File: src/design/rviexu_pkg.sv
// Shared types and constants for the RV32I integer execute unit.
// Depends on nothing; the front end, back end and top level refer to it by scoped names.
`timescale 1ns / 1ps
package rviexu_pkg;

   localparam int NUM_REGS = 32;
   localparam int REG_AW   = $clog2(NUM_REGS);

   // result status codes
   localparam logic [1:0] STATUS_OK      = 2'd0;
   localparam logic [1:0] STATUS_ILLEGAL = 2'd1;
   localparam logic [1:0] STATUS_FAULT   = 2'd2;
   localparam logic [1:0] STATUS_ORDER   = 2'd3;

   // memory request codes
   localparam logic [1:0] MEM_NONE  = 2'd0;
   localparam logic [1:0] MEM_READ  = 2'd1;
   localparam logic [1:0] MEM_WRITE = 2'd2;

   // major opcodes
   localparam logic [6:0] OPC_LUI    = 7'h37;
   localparam logic [6:0] OPC_AUIPC  = 7'h17;
   localparam logic [6:0] OPC_JAL    = 7'h6F;
   localparam logic [6:0] OPC_JALR   = 7'h67;
   localparam logic [6:0] OPC_BRANCH = 7'h63;
   localparam logic [6:0] OPC_LOAD   = 7'h03;
   localparam logic [6:0] OPC_STORE  = 7'h23;
   localparam logic [6:0] OPC_OPIMM  = 7'h13;
   localparam logic [6:0] OPC_OP     = 7'h33;

   localparam logic [6:0] F7_ALT = 7'h20;

   // instruction classes produced by the front end
   localparam logic [3:0] CLS_ILLEGAL = 4'd0;
   localparam logic [3:0] CLS_LUI     = 4'd1;
   localparam logic [3:0] CLS_AUIPC   = 4'd2;
   localparam logic [3:0] CLS_JAL     = 4'd3;
   localparam logic [3:0] CLS_JALR    = 4'd4;
   localparam logic [3:0] CLS_BRANCH  = 4'd5;
   localparam logic [3:0] CLS_LOAD    = 4'd6;
   localparam logic [3:0] CLS_STORE   = 4'd7;
   localparam logic [3:0] CLS_ALU     = 4'd8;

   typedef struct packed {
      logic        op;
      logic [31:0] instruction_word;
      logic [31:0] load_data;
      logic        load_fault;
   } req_type;

   typedef struct packed {
      logic [1:0]  status;
      logic [31:0] next_pc;
      logic        branch_taken;
      logic [1:0]  mem_request;
      logic [31:0] mem_address;
      logic [31:0] mem_write_data;
      logic [1:0]  mem_size;
      logic        reg_write_valid;
      logic [4:0]  reg_write_index;
      logic [31:0] reg_write_value;
   } rsp_type;

   // decoded request handed from front to back
   typedef struct packed {
      logic              op;
      logic [31:0]       load_data;
      logic              load_fault;
      logic [3:0]        cls;
      logic [2:0]        f3;
      logic              alt;
      logic              use_imm;
      logic [REG_AW-1:0] rd;
      logic [REG_AW-1:0] rs1;
      logic [REG_AW-1:0] rs2;
      logic [31:0]       imm;
   } dec_type;

endpackage

File: src/design/rviexu_ram.sv
// Generic RAM: one write port, two registered read ports.
// No dependencies.
`timescale 1ns / 1ps
module rviexu_ram #(
   parameter int WIDTH = 32,
   parameter int DEPTH = 32
) (
   input  logic                     clock,
   input  logic                     we,
   input  logic [$clog2(DEPTH)-1:0] waddr,
   input  logic [WIDTH-1:0]         wdata,
   input  logic [$clog2(DEPTH)-1:0] raddr_a,
   input  logic [$clog2(DEPTH)-1:0] raddr_b,
   output logic [WIDTH-1:0]         rdata_a,
   output logic [WIDTH-1:0]         rdata_b
);

   logic [WIDTH-1:0] mem_ff [DEPTH];

   always_ff @(posedge clock) begin
      if (we) begin
         mem_ff[waddr] <= wdata;
      end
      rdata_a <= mem_ff[raddr_a];
      rdata_b <= mem_ff[raddr_b];
   end

endmodule

File: src/design/rviexu_front.sv
// Front end: accepts requests, decodes and classifies them, and queues them
// two deep for the back end. Depends on rviexu_pkg.
`timescale 1ns / 1ps
module rviexu_front (
   input  logic                clock,
   input  logic                reset,
   input  logic                req_push,
   output logic                req_full,
   input  rviexu_pkg::req_type req_data,
   output logic                q_valid,
   output rviexu_pkg::dec_type q_item,
   input  logic                q_pop
);

   rviexu_pkg::dec_type dec;
   rviexu_pkg::dec_type ent_ff [2];
   logic       head_ff, head_in;
   logic [1:0] cnt_ff, cnt_in;
   logic       push, tail;

   logic [31:0] w;
   logic [6:0]  opc, f7;
   logic [2:0]  f3;

   always_comb begin
      w   = req_data.instruction_word;
      opc = w[6:0];
      f3  = w[14:12];
      f7  = w[31:25];
      dec            = '0;
      dec.op         = req_data.op;
      dec.load_data  = req_data.load_data;
      dec.load_fault = req_data.load_fault;
      dec.f3         = f3;
      dec.rd         = w[11:7];
      dec.rs1        = w[19:15];
      dec.rs2        = w[24:20];
      dec.imm        = {{20{w[31]}}, w[31:20]};
      dec.cls        = rviexu_pkg::CLS_ILLEGAL;
      unique case (opc)
         rviexu_pkg::OPC_LUI: begin
            dec.cls = rviexu_pkg::CLS_LUI;
            dec.imm = {w[31:12], 12'h000};
         end
         rviexu_pkg::OPC_AUIPC: begin
            dec.cls = rviexu_pkg::CLS_AUIPC;
            dec.imm = {w[31:12], 12'h000};
         end
         rviexu_pkg::OPC_JAL: begin
            dec.cls = rviexu_pkg::CLS_JAL;
            dec.imm = {{12{w[31]}}, w[19:12], w[20], w[30:21], 1'b0};
         end
         rviexu_pkg::OPC_JALR: begin
            if (f3 == 3'd0) dec.cls = rviexu_pkg::CLS_JALR;
         end
         rviexu_pkg::OPC_BRANCH: begin
            if (f3 != 3'd2 && f3 != 3'd3) dec.cls = rviexu_pkg::CLS_BRANCH;
            dec.imm = {{20{w[31]}}, w[7], w[30:25], w[11:8], 1'b0};
         end
         rviexu_pkg::OPC_LOAD: begin
            if (f3 != 3'd3 && f3 < 3'd6) dec.cls = rviexu_pkg::CLS_LOAD;
         end
         rviexu_pkg::OPC_STORE: begin
            if (f3 <= 3'd2) dec.cls = rviexu_pkg::CLS_STORE;
            dec.imm = {{20{w[31]}}, w[31:25], w[11:7]};
         end
         rviexu_pkg::OPC_OPIMM: begin
            dec.use_imm = 1'b1;
            dec.alt     = (f3 == 3'd5) && (f7 == rviexu_pkg::F7_ALT);
            if (f3 == 3'd1) begin
               if (f7 == 7'd0) dec.cls = rviexu_pkg::CLS_ALU;
            end else if (f3 == 3'd5) begin
               if (f7 == 7'd0 || f7 == rviexu_pkg::F7_ALT) dec.cls = rviexu_pkg::CLS_ALU;
            end else begin
               dec.cls = rviexu_pkg::CLS_ALU;
            end
         end
         rviexu_pkg::OPC_OP: begin
            dec.alt = (f7 == rviexu_pkg::F7_ALT);
            if (f7 == 7'd0 || (f7 == rviexu_pkg::F7_ALT && (f3 == 3'd0 || f3 == 3'd5)))
               dec.cls = rviexu_pkg::CLS_ALU;
         end
         default: dec.cls = rviexu_pkg::CLS_ILLEGAL;
      endcase
   end

   assign req_full = (cnt_ff == 2'd2);
   assign push     = req_push && !req_full;
   assign tail     = head_ff ^ (cnt_ff == 2'd1);
   assign q_valid  = (cnt_ff != 2'd0);
   assign q_item   = ent_ff[head_ff];
   assign cnt_in   = cnt_ff + {1'b0, push} - {1'b0, q_pop};
   assign head_in  = head_ff ^ q_pop;

   always_ff @(posedge clock) begin
      if (reset) begin
         cnt_ff  <= 2'd0;
         head_ff <= 1'b0;
      end else begin
         cnt_ff  <= cnt_in;
         head_ff <= head_in;
      end
   end

   always_ff @(posedge clock) begin
      if (push) begin
         ent_ff[tail] <= dec;
      end
   end

endmodule

File: src/design/rviexu_back.sv
// Back end: reads the register file, executes one decoded request a cycle
// while the result queue has room, updates PC and load state, and queues
// results two deep. Depends on rviexu_pkg and rviexu_ram.
`timescale 1ns / 1ps
module rviexu_back (
   input  logic                clock,
   input  logic                reset,
   input  logic                q_valid,
   input  rviexu_pkg::dec_type q_item,
   output logic                q_pop,
   input  logic                csr_write,
   input  logic [31:0]         csr_data,
   input  logic                rsp_pop,
   output logic                rsp_empty,
   output rviexu_pkg::rsp_type rsp_data
);

   localparam int AW = rviexu_pkg::REG_AW;

   rviexu_pkg::dec_type e1_ff;
   logic                e1_valid_ff, e1_valid_in;
   logic                retire, adv;

   logic [31:0] pc_ff, pc_in;
   logic        lp_ff, lp_in;
   logic [AW-1:0] pdest_ff, pdest_in;
   logic [2:0]  pkind_ff, pkind_in;

   logic [rviexu_pkg::NUM_REGS-1:0] rvalid_ff;
   logic [AW-1:0] ra_addr, rb_addr;
   logic [31:0]   ram_a, ram_b;
   logic          va_ff, vb_ff, byp_a_ff, byp_b_ff;
   logic [31:0]   byp_val_ff;

   logic          wr_en;
   logic [31:0]   a, b, opnd2, alu_out, ld_val, sum_a;
   logic          cond, exec_ok;
   rviexu_pkg::rsp_type res;

   rviexu_pkg::rsp_type out_ff [2];
   logic       ohead_ff;
   logic [1:0] ocnt_ff;
   logic       opop, otail;

   assign retire      = e1_valid_ff && (ocnt_ff != 2'd2);
   assign adv         = !e1_valid_ff || retire;
   assign q_pop       = q_valid && adv;
   assign e1_valid_in = adv ? q_valid : e1_valid_ff;

   // read the operands of whichever request sits in execute next cycle
   assign ra_addr = q_pop ? q_item.rs1 : e1_ff.rs1;
   assign rb_addr = q_pop ? q_item.rs2 : e1_ff.rs2;

   assign wr_en = retire && res.reg_write_valid;

   rviexu_ram #(.WIDTH(32), .DEPTH(rviexu_pkg::NUM_REGS)) u_regs (
      .clock   (clock),
      .we      (wr_en),
      .waddr   (res.reg_write_index),
      .wdata   (res.reg_write_value),
      .raddr_a (ra_addr),
      .raddr_b (rb_addr),
      .rdata_a (ram_a),
      .rdata_b (ram_b)
   );

   always_comb begin
      if (byp_a_ff) a = byp_val_ff;
      else a = va_ff ? ram_a : 32'd0;
      if (byp_b_ff) b = byp_val_ff;
      else b = vb_ff ? ram_b : 32'd0;
      opnd2 = e1_ff.use_imm ? e1_ff.imm : b;
      sum_a = a + e1_ff.imm;
   end

   always_comb begin
      unique case (e1_ff.f3)
         3'd0: alu_out = e1_ff.alt ? a - opnd2 : a + opnd2;
         3'd1: alu_out = a << opnd2[4:0];
         3'd2: alu_out = {31'd0, $signed(a) < $signed(opnd2)};
         3'd3: alu_out = {31'd0, a < opnd2};
         3'd4: alu_out = a ^ opnd2;
         3'd5: alu_out = e1_ff.alt ? $unsigned($signed(a) >>> opnd2[4:0])
                                   : a >> opnd2[4:0];
         3'd6: alu_out = a | opnd2;
         default: alu_out = a & opnd2;
      endcase
      unique case (e1_ff.f3)
         3'd0: cond = (a == b);
         3'd1: cond = (a != b);
         3'd4: cond = $signed(a) < $signed(b);
         3'd5: cond = !($signed(a) < $signed(b));
         3'd6: cond = (a < b);
         default: cond = (a >= b);
      endcase
      unique case (pkind_ff)
         3'd0: ld_val = {{24{e1_ff.load_data[7]}}, e1_ff.load_data[7:0]};
         3'd1: ld_val = {{16{e1_ff.load_data[15]}}, e1_ff.load_data[15:0]};
         3'd4: ld_val = {24'd0, e1_ff.load_data[7:0]};
         3'd5: ld_val = {16'd0, e1_ff.load_data[15:0]};
         default: ld_val = e1_ff.load_data;
      endcase
   end

   always_comb begin
      res         = '0;
      res.next_pc = pc_ff;
      exec_ok     = 1'b0;
      lp_in       = lp_ff;
      pdest_in    = pdest_ff;
      pkind_in    = pkind_ff;
      if (e1_ff.op) begin
         if (!lp_ff) begin
            res.status = rviexu_pkg::STATUS_ORDER;
         end else begin
            lp_in = 1'b0;
            if (e1_ff.load_fault) begin
               res.status = rviexu_pkg::STATUS_FAULT;
            end else if (pdest_ff != '0) begin
               res.reg_write_valid = 1'b1;
               res.reg_write_index = pdest_ff;
               res.reg_write_value = ld_val;
            end
         end
      end else if (lp_ff) begin
         res.status = rviexu_pkg::STATUS_ORDER;
      end else if (e1_ff.cls == rviexu_pkg::CLS_ILLEGAL) begin
         res.status = rviexu_pkg::STATUS_ILLEGAL;
      end else begin
         exec_ok     = 1'b1;
         res.next_pc = pc_ff + 32'd4;
         res.reg_write_index = e1_ff.rd;
         unique case (e1_ff.cls)
            rviexu_pkg::CLS_LUI:   res.reg_write_value = e1_ff.imm;
            rviexu_pkg::CLS_AUIPC: res.reg_write_value = pc_ff + e1_ff.imm;
            rviexu_pkg::CLS_JAL: begin
               res.reg_write_value = pc_ff + 32'd4;
               res.next_pc         = pc_ff + e1_ff.imm;
               res.branch_taken    = 1'b1;
            end
            rviexu_pkg::CLS_JALR: begin
               res.reg_write_value = pc_ff + 32'd4;
               res.next_pc         = {sum_a[31:1], 1'b0};
               res.branch_taken    = 1'b1;
            end
            rviexu_pkg::CLS_BRANCH: begin
               if (cond) begin
                  res.next_pc      = pc_ff + e1_ff.imm;
                  res.branch_taken = 1'b1;
               end
            end
            rviexu_pkg::CLS_LOAD: begin
               res.mem_request = rviexu_pkg::MEM_READ;
               res.mem_address = sum_a;
               res.mem_size    = {1'b0, e1_ff.f3[1:0]} == 3'd3 ? 2'd0 : e1_ff.f3[1:0];
               lp_in    = 1'b1;
               pdest_in = e1_ff.rd;
               pkind_in = e1_ff.f3;
            end
            rviexu_pkg::CLS_STORE: begin
               res.mem_request = rviexu_pkg::MEM_WRITE;
               res.mem_address = sum_a;
               res.mem_size    = e1_ff.f3[1:0];
               unique case (e1_ff.f3[1:0])
                  2'd0: res.mem_write_data = {24'd0, b[7:0]};
                  2'd1: res.mem_write_data = {16'd0, b[15:0]};
                  default: res.mem_write_data = b;
               endcase
            end
            default: res.reg_write_value = alu_out;
         endcase
         // only register-writing classes keep the destination fields
         if (e1_ff.cls == rviexu_pkg::CLS_BRANCH || e1_ff.cls == rviexu_pkg::CLS_LOAD ||
             e1_ff.cls == rviexu_pkg::CLS_STORE || e1_ff.rd == '0) begin
            res.reg_write_index = '0;
            res.reg_write_value = '0;
         end else begin
            res.reg_write_valid = 1'b1;
         end
      end
   end

   always_comb begin
      if (csr_write) pc_in = csr_data;
      else if (retire && exec_ok) pc_in = res.next_pc;
      else pc_in = pc_ff;
   end

   always_ff @(posedge clock) begin
      if (reset) begin
         e1_valid_ff <= 1'b0;
         pc_ff       <= 32'd0;
         lp_ff       <= 1'b0;
         pdest_ff    <= '0;
         pkind_ff    <= 3'd0;
         rvalid_ff   <= '0;
         byp_a_ff    <= 1'b0;
         byp_b_ff    <= 1'b0;
         ocnt_ff     <= 2'd0;
         ohead_ff    <= 1'b0;
      end else begin
         e1_valid_ff <= e1_valid_in;
         pc_ff       <= pc_in;
         if (retire) begin
            lp_ff    <= lp_in;
            pdest_ff <= pdest_in;
            pkind_ff <= pkind_in;
         end
         if (wr_en) rvalid_ff[res.reg_write_index] <= 1'b1;
         // forward a write that lands in the same cycle as the read
         byp_a_ff <= wr_en && (res.reg_write_index == ra_addr);
         byp_b_ff <= wr_en && (res.reg_write_index == rb_addr);
         ocnt_ff  <= ocnt_ff + {1'b0, retire} - {1'b0, opop};
         ohead_ff <= ohead_ff ^ opop;
      end
   end

   always_ff @(posedge clock) begin
      if (q_pop) e1_ff <= q_item;
      va_ff      <= rvalid_ff[ra_addr];
      vb_ff      <= rvalid_ff[rb_addr];
      byp_val_ff <= res.reg_write_value;
      if (retire) out_ff[otail] <= res;
   end

   assign otail     = ohead_ff ^ (ocnt_ff == 2'd1);
   assign opop      = rsp_pop && (ocnt_ff != 2'd0);
   assign rsp_empty = (ocnt_ff == 2'd0);
   assign rsp_data  = out_ff[ohead_ff];

   a_no_x0_write: assert property (@(posedge clock) disable iff (reset)
      wr_en |-> res.reg_write_index != '0)
      else $error("write to x0 issued");

   a_load_sets_pending: assert property (@(posedge clock) disable iff (reset)
      (retire && res.mem_request == rviexu_pkg::MEM_READ) |=> lp_ff)
      else $error("load issued without pending state");

   a_out_bound: assert property (@(posedge clock) disable iff (reset)
      ocnt_ff != 2'd3)
      else $error("result queue overflow");

   a_pc_holds_on_illegal: assert property (@(posedge clock) disable iff (reset)
      (retire && res.status == rviexu_pkg::STATUS_ILLEGAL && !csr_write)
      |=> $stable(pc_ff))
      else $error("PC moved on illegal instruction");

endmodule

File: src/design/rv32i_integer_execute_unit_top.sv
// Top level of the RV32I integer execute unit.
// Depends on rviexu_pkg, rviexu_front and rviexu_back.
`timescale 1ns / 1ps
// Queue-style requests in, queue-style results out, one result per request.
// A request is taken each cycle while req_full is low; it passes through the
// decode queue, then register file read, then execute. The throughput is one
// request per cycle while neither queue is full, set by the single execute
// stage and the two-read-port register file. Writing csr_data loads the PC
// at once; register file entries read as zero until first written.
module rv32i_integer_execute_unit_top (
   input  logic                clock,
   input  logic                reset,
   input  logic                req_push,
   output logic                req_full,
   input  rviexu_pkg::req_type req_data,
   output logic                rsp_empty,
   input  logic                rsp_pop,
   output rviexu_pkg::rsp_type rsp_data,
   input  logic                csr_valid,
   output logic                csr_ready,
   input  logic [31:0]         csr_data
);

   logic                q_valid, q_pop;
   rviexu_pkg::dec_type q_item;

   assign csr_ready = 1'b1;

   rviexu_front u_front (
      .clock    (clock),
      .reset    (reset),
      .req_push (req_push),
      .req_full (req_full),
      .req_data (req_data),
      .q_valid  (q_valid),
      .q_item   (q_item),
      .q_pop    (q_pop)
   );

   rviexu_back u_back (
      .clock     (clock),
      .reset     (reset),
      .q_valid   (q_valid),
      .q_item    (q_item),
      .q_pop     (q_pop),
      .csr_write (csr_valid && csr_ready),
      .csr_data  (csr_data),
      .rsp_pop   (rsp_pop),
      .rsp_empty (rsp_empty),
      .rsp_data  (rsp_data)
   );

endmodule
File: config.mk
export PLATFORM = sky130hd
export DESIGN_NAME = rv32i_integer_execute_unit_top
export DESIGN_NICKNAME = d
export VERILOG_FILES = /design/src/design/rviexu_pkg.sv /design/src/design/rviexu_ram.sv /design/src/design/rviexu_front.sv /design/src/design/rviexu_back.sv /design/src/design/rv32i_integer_execute_unit_top.sv
export SDC_FILE = /design/constraint.sdc
export NUM_CORES = 2
export LEC_CHECK = 0
export BUFFER_PORTS_ARGS = -buffer_cell sky130_fd_sc_hd__buf_2
export CAP_MARGIN = 20
export CORE_AREA = 3 3 424 426
export CTS_BUF_LIST = sky130_fd_sc_hd__clkbuf_8
export DETAILED_ROUTE_END_ITERATION = 8
export DIE_AREA = 0 0 427 429
export GPL_TIMING_DRIVEN = 0
export PLACE_DENSITY_LB_ADDON = 0.08
export SLEW_MARGIN = 10
export SYNTH_ARGS = -nofsm -noshare
export SYNTH_HDL_FRONTEND = slang
export SYNTH_SLANG_ARGS = --single-unit
File: constraint.sdc
create_clock -name clock -period 16.5 [get_ports clock]
set_input_delay 3.3 -clock clock [delete_from_list [all_inputs] [get_ports clock]]
set_output_delay 3.3 -clock clock [all_outputs]
set_load 0.05 [all_outputs]
# Word level (Yosys, flattened, before mapping)

Memories as Yosys holds them, arrays and structs flattened. A register that Yosys moved wholly into a read port is not among the register bits.
Index checks and enable logic that the tools add are counted.

Memories: 3
Flip-flop bits (word level): 206
Memory bits (writable): 1486
Logic and storage cells: 212
Bits of input ports: 103

Reductions and logical operators: 39
Shifts and indexed selects: 3
Equal/unequal tests: 40
Bitwise operators: 11
Multiplexer cells: 70
Add/subtract/negate cells: 9
Order comparisons: 11

Memory list:

| memory               | depth | width | read ports | clocked after memory_dff | wr ports | RTL line           | source |
|---|---|---|---|---|---|---|---|
| u_back.u_regs.mem_ff | 32    | 32    | 2          | 2                        | 1        | rviexu_ram.sv:18   | `logic [WIDTH-1:0] mem_ff [DEPTH];` |
| u_back.out_ff        | 2     | 141   | 1          | 1                        | 1        | rviexu_back.sv:40  | `rviexu_pkg::rsp_type out_ff [2];` |
| u_front.ent_ff       | 2     | 90    | 1          | 1                        | 1        | rviexu_front.sv:16 | `rviexu_pkg::dec_type ent_ff [2];` |

Operators by type and width:

| operator                                       | count |
|---|---|
| 2-to-1 mux 32 bit                              | 10 |
| 2-to-1 mux 139 bit                             | 2 |
| case mux 32 bit (4 select lines)               | 2 |
| case mux 32 bit (7 select lines)               | 1 |
| 2-to-1 mux 38 bit                              | 4 |
| less-than comparator 32 bit                    | 4 |
| case mux 31 bit (4 select lines)               | 1 |
| 2-to-1 mux 101 bit                             | 1 |
| case mux 33 bit (3 select lines)               | 1 |
| adder 32 bit                                   | 3 |
| case mux 34 bit (2 select lines)               | 1 |
| OR 32 bit                                      | 2 |
| case mux 32 bit (2 select lines)               | 1 |
| 2-to-1 mux 37 bit                              | 1 |
| case mux 4 bit (9 select lines)                | 1 |
| 2-to-1 mux 33 bit                              | 1 |
| adder 32 x 3 -> 32 bit (second input constant) | 1 |
| bitwise AND 32 bit                             | 1 |
| equality test 32 bit                           | 1 |
| greater-or-equal comparator 32 bit             | 1 |
| != test 32 bit                                 | 1 |
| left shift 32 x 5 -> 32 bit                    | 1 |
| >> shifter 32 x 5 -> 32 bit                    | 1 |
| >>> shifter 32 x 5 -> 32 bit                   | 1 |
| 48 further kinds                               | 139 |

# Logic depth before layout (Yosys ltp)

Word-level depth: 16
Depth in mapped cells: 20
Gate-level depth less buffers: 17

# Cells and area by module

From an unflattened synthesis, not the netlist that was laid out.

Cells, all modules: 7582
Area, all modules: 91876.9 µm²

Modules (own cells, without submodules):

| module                         | cells an instance | area each (µm²) | times used |
|---|---|---|---|
| rviexu_ram                     | 3450              | 50070.5         | 1 |
| rviexu_back                    | 3745              | 34581.9         | 1 |
| rviexu_front                   | 385               | 7213.2          | 1 |
| rv32i_integer_execute_unit_top | 2                 | 11.3            | 1 |

# Least setup slack after synthesis

No wires, ideal clock.

Path kind: in2reg
Start: in req_push
End: mem u_front.ent_ff[1][0] (netlist name), enable pin
Slack: 8.725 ns
Cell stages on the path: 1
Data required time: 15.950 ns
Arrival time: 7.225 ns
Cell sequence: nor2b_1

Longest elaborated chain between the ends: 3

Ends and longest elaborated chain:

| item                                   | RTL line                             | source |
|---|---|---|
| from (decl)                            | rv32i_integer_execute_unit_top.sv:13 | `input logic req_push,` |
| logical AND 1 bit                      | rviexu_front.sv:88                   | `assign push = req_push && !req_full;` |
| 2-to-1 mux 1 bit                       | rviexu_front.sv:106                  | `if (push) begin` |
| 2-to-1 mux 1 bit (implied by the code) | rviexu_front.sv:107                  | `ent_ff[tail] <= dec;` |
| to (decl)                              | rviexu_front.sv:16                   |  |

No other way between the ends.

==> results.cfg <==
[routing]
drcViolationCount = 0
first_pass_iters = 6
vias = 66100
drtIter0Drc = 9167
routedWlPerCell_um = 38.7
wl_um = 377000
ant_nets = 0
via_per_inst = 6.79

[setup_path]
crit_buf_inv = 6
crit_fanout = 18
critPathSlowestCell = a221oi_1
slowest_delay_ns = 0.90
crit_cells = 21
cp_cell_sequence = buf_2 -> nor2b_1 -> clkbuf_1 -> a22o_1 -> mux2i_1 -> clkbuf_1 -> clkbuf_1 -> ha_1 -> a211o_1 -> a2111oi_0 -> a2111oi_0 -> buf_1 -> and2_1 -> o21ai_0 -> a211o_1 -> a21oi_1 -> a21o_1 -> xnor2_1 -> a221oi_1 -> o22ai_4 -> buf_16
r2r-start = u_back.byp_b_ff
crit_path_end_kind = register
worstSetupPathType = reg -> reg
cp.required_ns = 17.26
rr_worst_depth = 21
start_kind = register
worstPathArrival_ns = 9.63
r2r_end = u_back.u_regs.mem_ff[14][23]
reg2reg_setup_slack_ns = 7.63
crit_top_cell = clkbuf_1
worst_path_dominant_cell_family = compound AO/OA/AOI/OAI gates

[clock_tree]
clk_pin_slew_ns = 0.07
cts_setup_buffers = 0
clkSinkCount = 1756
postCtsResizedCells = 0
clkLatencyLatePin_ns = 1.08
tritoncts = yes
clockRootBuffer = clkbuf_8
numCtsBuffers = 304
cts_max_path_buffers = 4
htreeDepth = 5
hold_buffers = 0

[synth]
synth_most_common_cell = edfxtp_1
yosys_warnings = 0
synth_top_area_share_pct = 52.7
ys.flop_type = edfxtp_1
async_flop_share_pct = 0
synth-seq-cells = 1756
synthTopCellsByCount = edfxtp_1 (1576), mux4_2 (531), nor2_1 (506)
yosysSeqAreaShare_pct = 56.7
yosysTopAreaCell = edfxtp_1
syn_area_um2 = 89800
syn_inst = 6418
synth_edf_count = 1576
syn_avg_cell_area_um2 = 14.0
synth_cell_type_count = 95
synth_area_leaders = edfxtp_1 (53%), mux4_2 (13%), mux2_2 (5.0%), dfxtp_1 (4.0%), ha_1 (2.7%)

[timing]
tightest_slew_ns = 1.38
report.final.slew_viol_count = 0
min_period_over_period_pct = 53.8
rsz0062_at_grt = false
final_hold_viol_count = 0
clock_skew_ns = 0.0846
setup_viol = 0
tns_ns = 0
max_slew_margin_pct = 7.84
fmax_mhz = 113
worst_slack_ns = 7.63
min_period_ns = 8.87
worst_hold_slack_ns = 0.491

[layout]
fin_area_um2 = 103000
nNetsFinal = 7459
layoutNonFillerInstCount = 9727
areaGrowthSynthToFinish_pct = 14.9
n_fill_cell = 14000
utilization_pct = 58.6
drive_above_1_share_pct = 25.3

[placement]
place_ws_ns = 8.21
postPlaceCellArea_um2 = 97400
io_buffer_count = 244
hpwlAfterDp_um = 287000
place_congestion = 1.08
place_inst = 9177

[power]
power.density_nw_per_um2 = 244
power_leakage_nw = 36.3
total_power_mw = 25.2
ir_drop_uv = 140

[floorplan]
dieArea_um2 = 183000
pin_count = 247
die_w_um = 427
rows = 154
dieHeight_um = 429
initial_core_util_pct = 51.0
coreArea_um2 = 176000

[hold_path]
hold_path_depth = 1
min_to = u_back.rvalid_ff[0]
worstHoldPathType = reg -> reg
min_from = u_back.rvalid_ff[0]

[grt]
grt_max_degree = 77
grt_pass1_vias = 64200
gr-total-overflow = 0
grt_antenna_before_repair = 27
grt_pass1_wl_um = 511000
track_usage_pct = 40.6

[status]
status = complete, no violations

[flow_run]
drv_cap = 0
## worst max path at each step
stage                          from                      endpoint
floorplan                  req_push          u_front.ent_ff[1][0]
global placement    u_back.byp_b_ff  u_back.u_regs.mem_ff[28][15]
detailed placement  u_back.byp_b_ff  u_back.u_regs.mem_ff[11][23]
CTS                 u_back.byp_b_ff  u_back.u_regs.mem_ff[14][23]
global route        u_back.byp_b_ff  u_back.u_regs.mem_ff[14][23]
finish              u_back.byp_b_ff  u_back.u_regs.mem_ff[14][23]
## state kept, by name, indices dropped and copies added, names as in the netlist, 2 cells and up
signal	flops
u_back.u_regs.mem_ff	1024
u_back.pkind_ff	3
u_back.pc_ff	32
u_front.ent_ff	180
u_back.ocnt_ff	2
u_back.out_ff	282
u_back.byp_val_ff	32
u_back.e1_ff	90
u_back.u_regs.rdata_b	32
u_back.rvalid_ff	32
u_front.cnt_ff	2
u_back.u_regs.rdata_a	32
u_back.pdest_ff	5
## metal layers
layer  vias up  GRT usage (%)  part of all wire, %
met5         -              0                0.014
met2      4745           62.1                   45
met1     33400           51.4                   36
li1      26800              -                    -
met3      1125           9.37                   10
met4         8           28.3                  8.6
## area by class of cell
cell class / instances / area [µm²] / area share (%)
Sequential cell: 1756 / 50900 / 49.3
Multi-Input combinational cell: 4104 / 37400 / 36.2
Clock buffer: 327 / 4500 / 4.36
Timing Repair Buffer: 404 / 4140 / 4.01
Tap cell: 2340 / 2930 / 2.84
Buffer: 418 / 1620 / 1.57
Clock inverter: 192 / 1050 / 1.01
Inverter: 171 / 642 / 0.622
Antenna cell: 15 / 37.5 / 0.0364
## worst register-to-register path, stage by stage, from the launching register on
cell       delay [ns]
dfxtp_1          0.59
buf_2            0.34
nor2b_1          0.08
clkbuf_1         0.23
a22o_1           0.46
mux2i_1          0.63
clkbuf_1         0.78
clkbuf_1         0.60
ha_1             0.41
a211o_1          0.21
a2111oi_0        0.07
a2111oi_0        0.69
buf_1            0.23
and2_1           0.29
o21ai_0          0.30
a211o_1          0.42
a21oi_1          0.29
a21o_1           0.20
xnor2_1          0.09
a221oi_1         0.90
o22ai_4          0.44
buf_16           0.30
## placed cells by master, fill, tap and decap left out, types with 25 or more instances in the layout
| master | instances |
|---|---|
| a21o_1 | 71 |
| nand2b_1 | 28 |
| clkbuf_8 | 327 |
| clkinv_1 | 51 |
| clkinv_2 | 35 |
| o22ai_1 | 28 |
| clkbuf_1 | 287 |
| o221ai_1 | 25 |
| buf_1 | 109 |
| and3_1 | 31 |
| a221oi_1 | 46 |
| a22o_1 | 53 |
| dfxtp_1 | 180 |
| o21ai_0 | 316 |
| nor2_1 | 474 |
| buf_16 | 38 |
| buf_6 | 31 |
| mux4_2 | 531 |
| a31oi_1 | 26 |
| ha_1 | 195 |
| a211oi_1 | 50 |
| nor2b_1 | 41 |
| buf_12 | 48 |
| buf_8 | 34 |
| inv_1 | 253 |
| nor3_1 | 51 |
| conb_1 | 33 |
| mux2_2 | 398 |
| nand2_1 | 383 |
| edfxtp_1 | 1576 |
| and2_1 | 33 |
| a21oi_1 | 374 |
| buf_2 | 263 |
| nand3_1 | 54 |
| o211ai_1 | 117 |
| xor2_1 | 47 |
| mux2i_1 | 222 |
| nor2_4 | 32 |
| xnor2_1 | 85 |
## power breakdown
| group | switching, mW | internal (mW) |
|---|---|---|
| combinational | 10.0 | 4.84 |
| clock | 1.80 | 1.96 |
| sequential | 0.423 | 6.15 |
| total | 12.3 | 12.9 |
## cell families after synthesis
logic type                 Yosys count  synth area share [%]
and+or+nand+nor                   1229                  6.04
DFF                               1756                  56.7
muxes                             1160                  20.9
other                                2               0.00836
xor gates and xnor gates           133                  1.31
buffers and inverters              589                  2.50
AOI/OAI and AO/OA                 1352                  9.77
adders and majority gates          197                  2.76
Note: power is estimated with default switching activity, not from simulation.
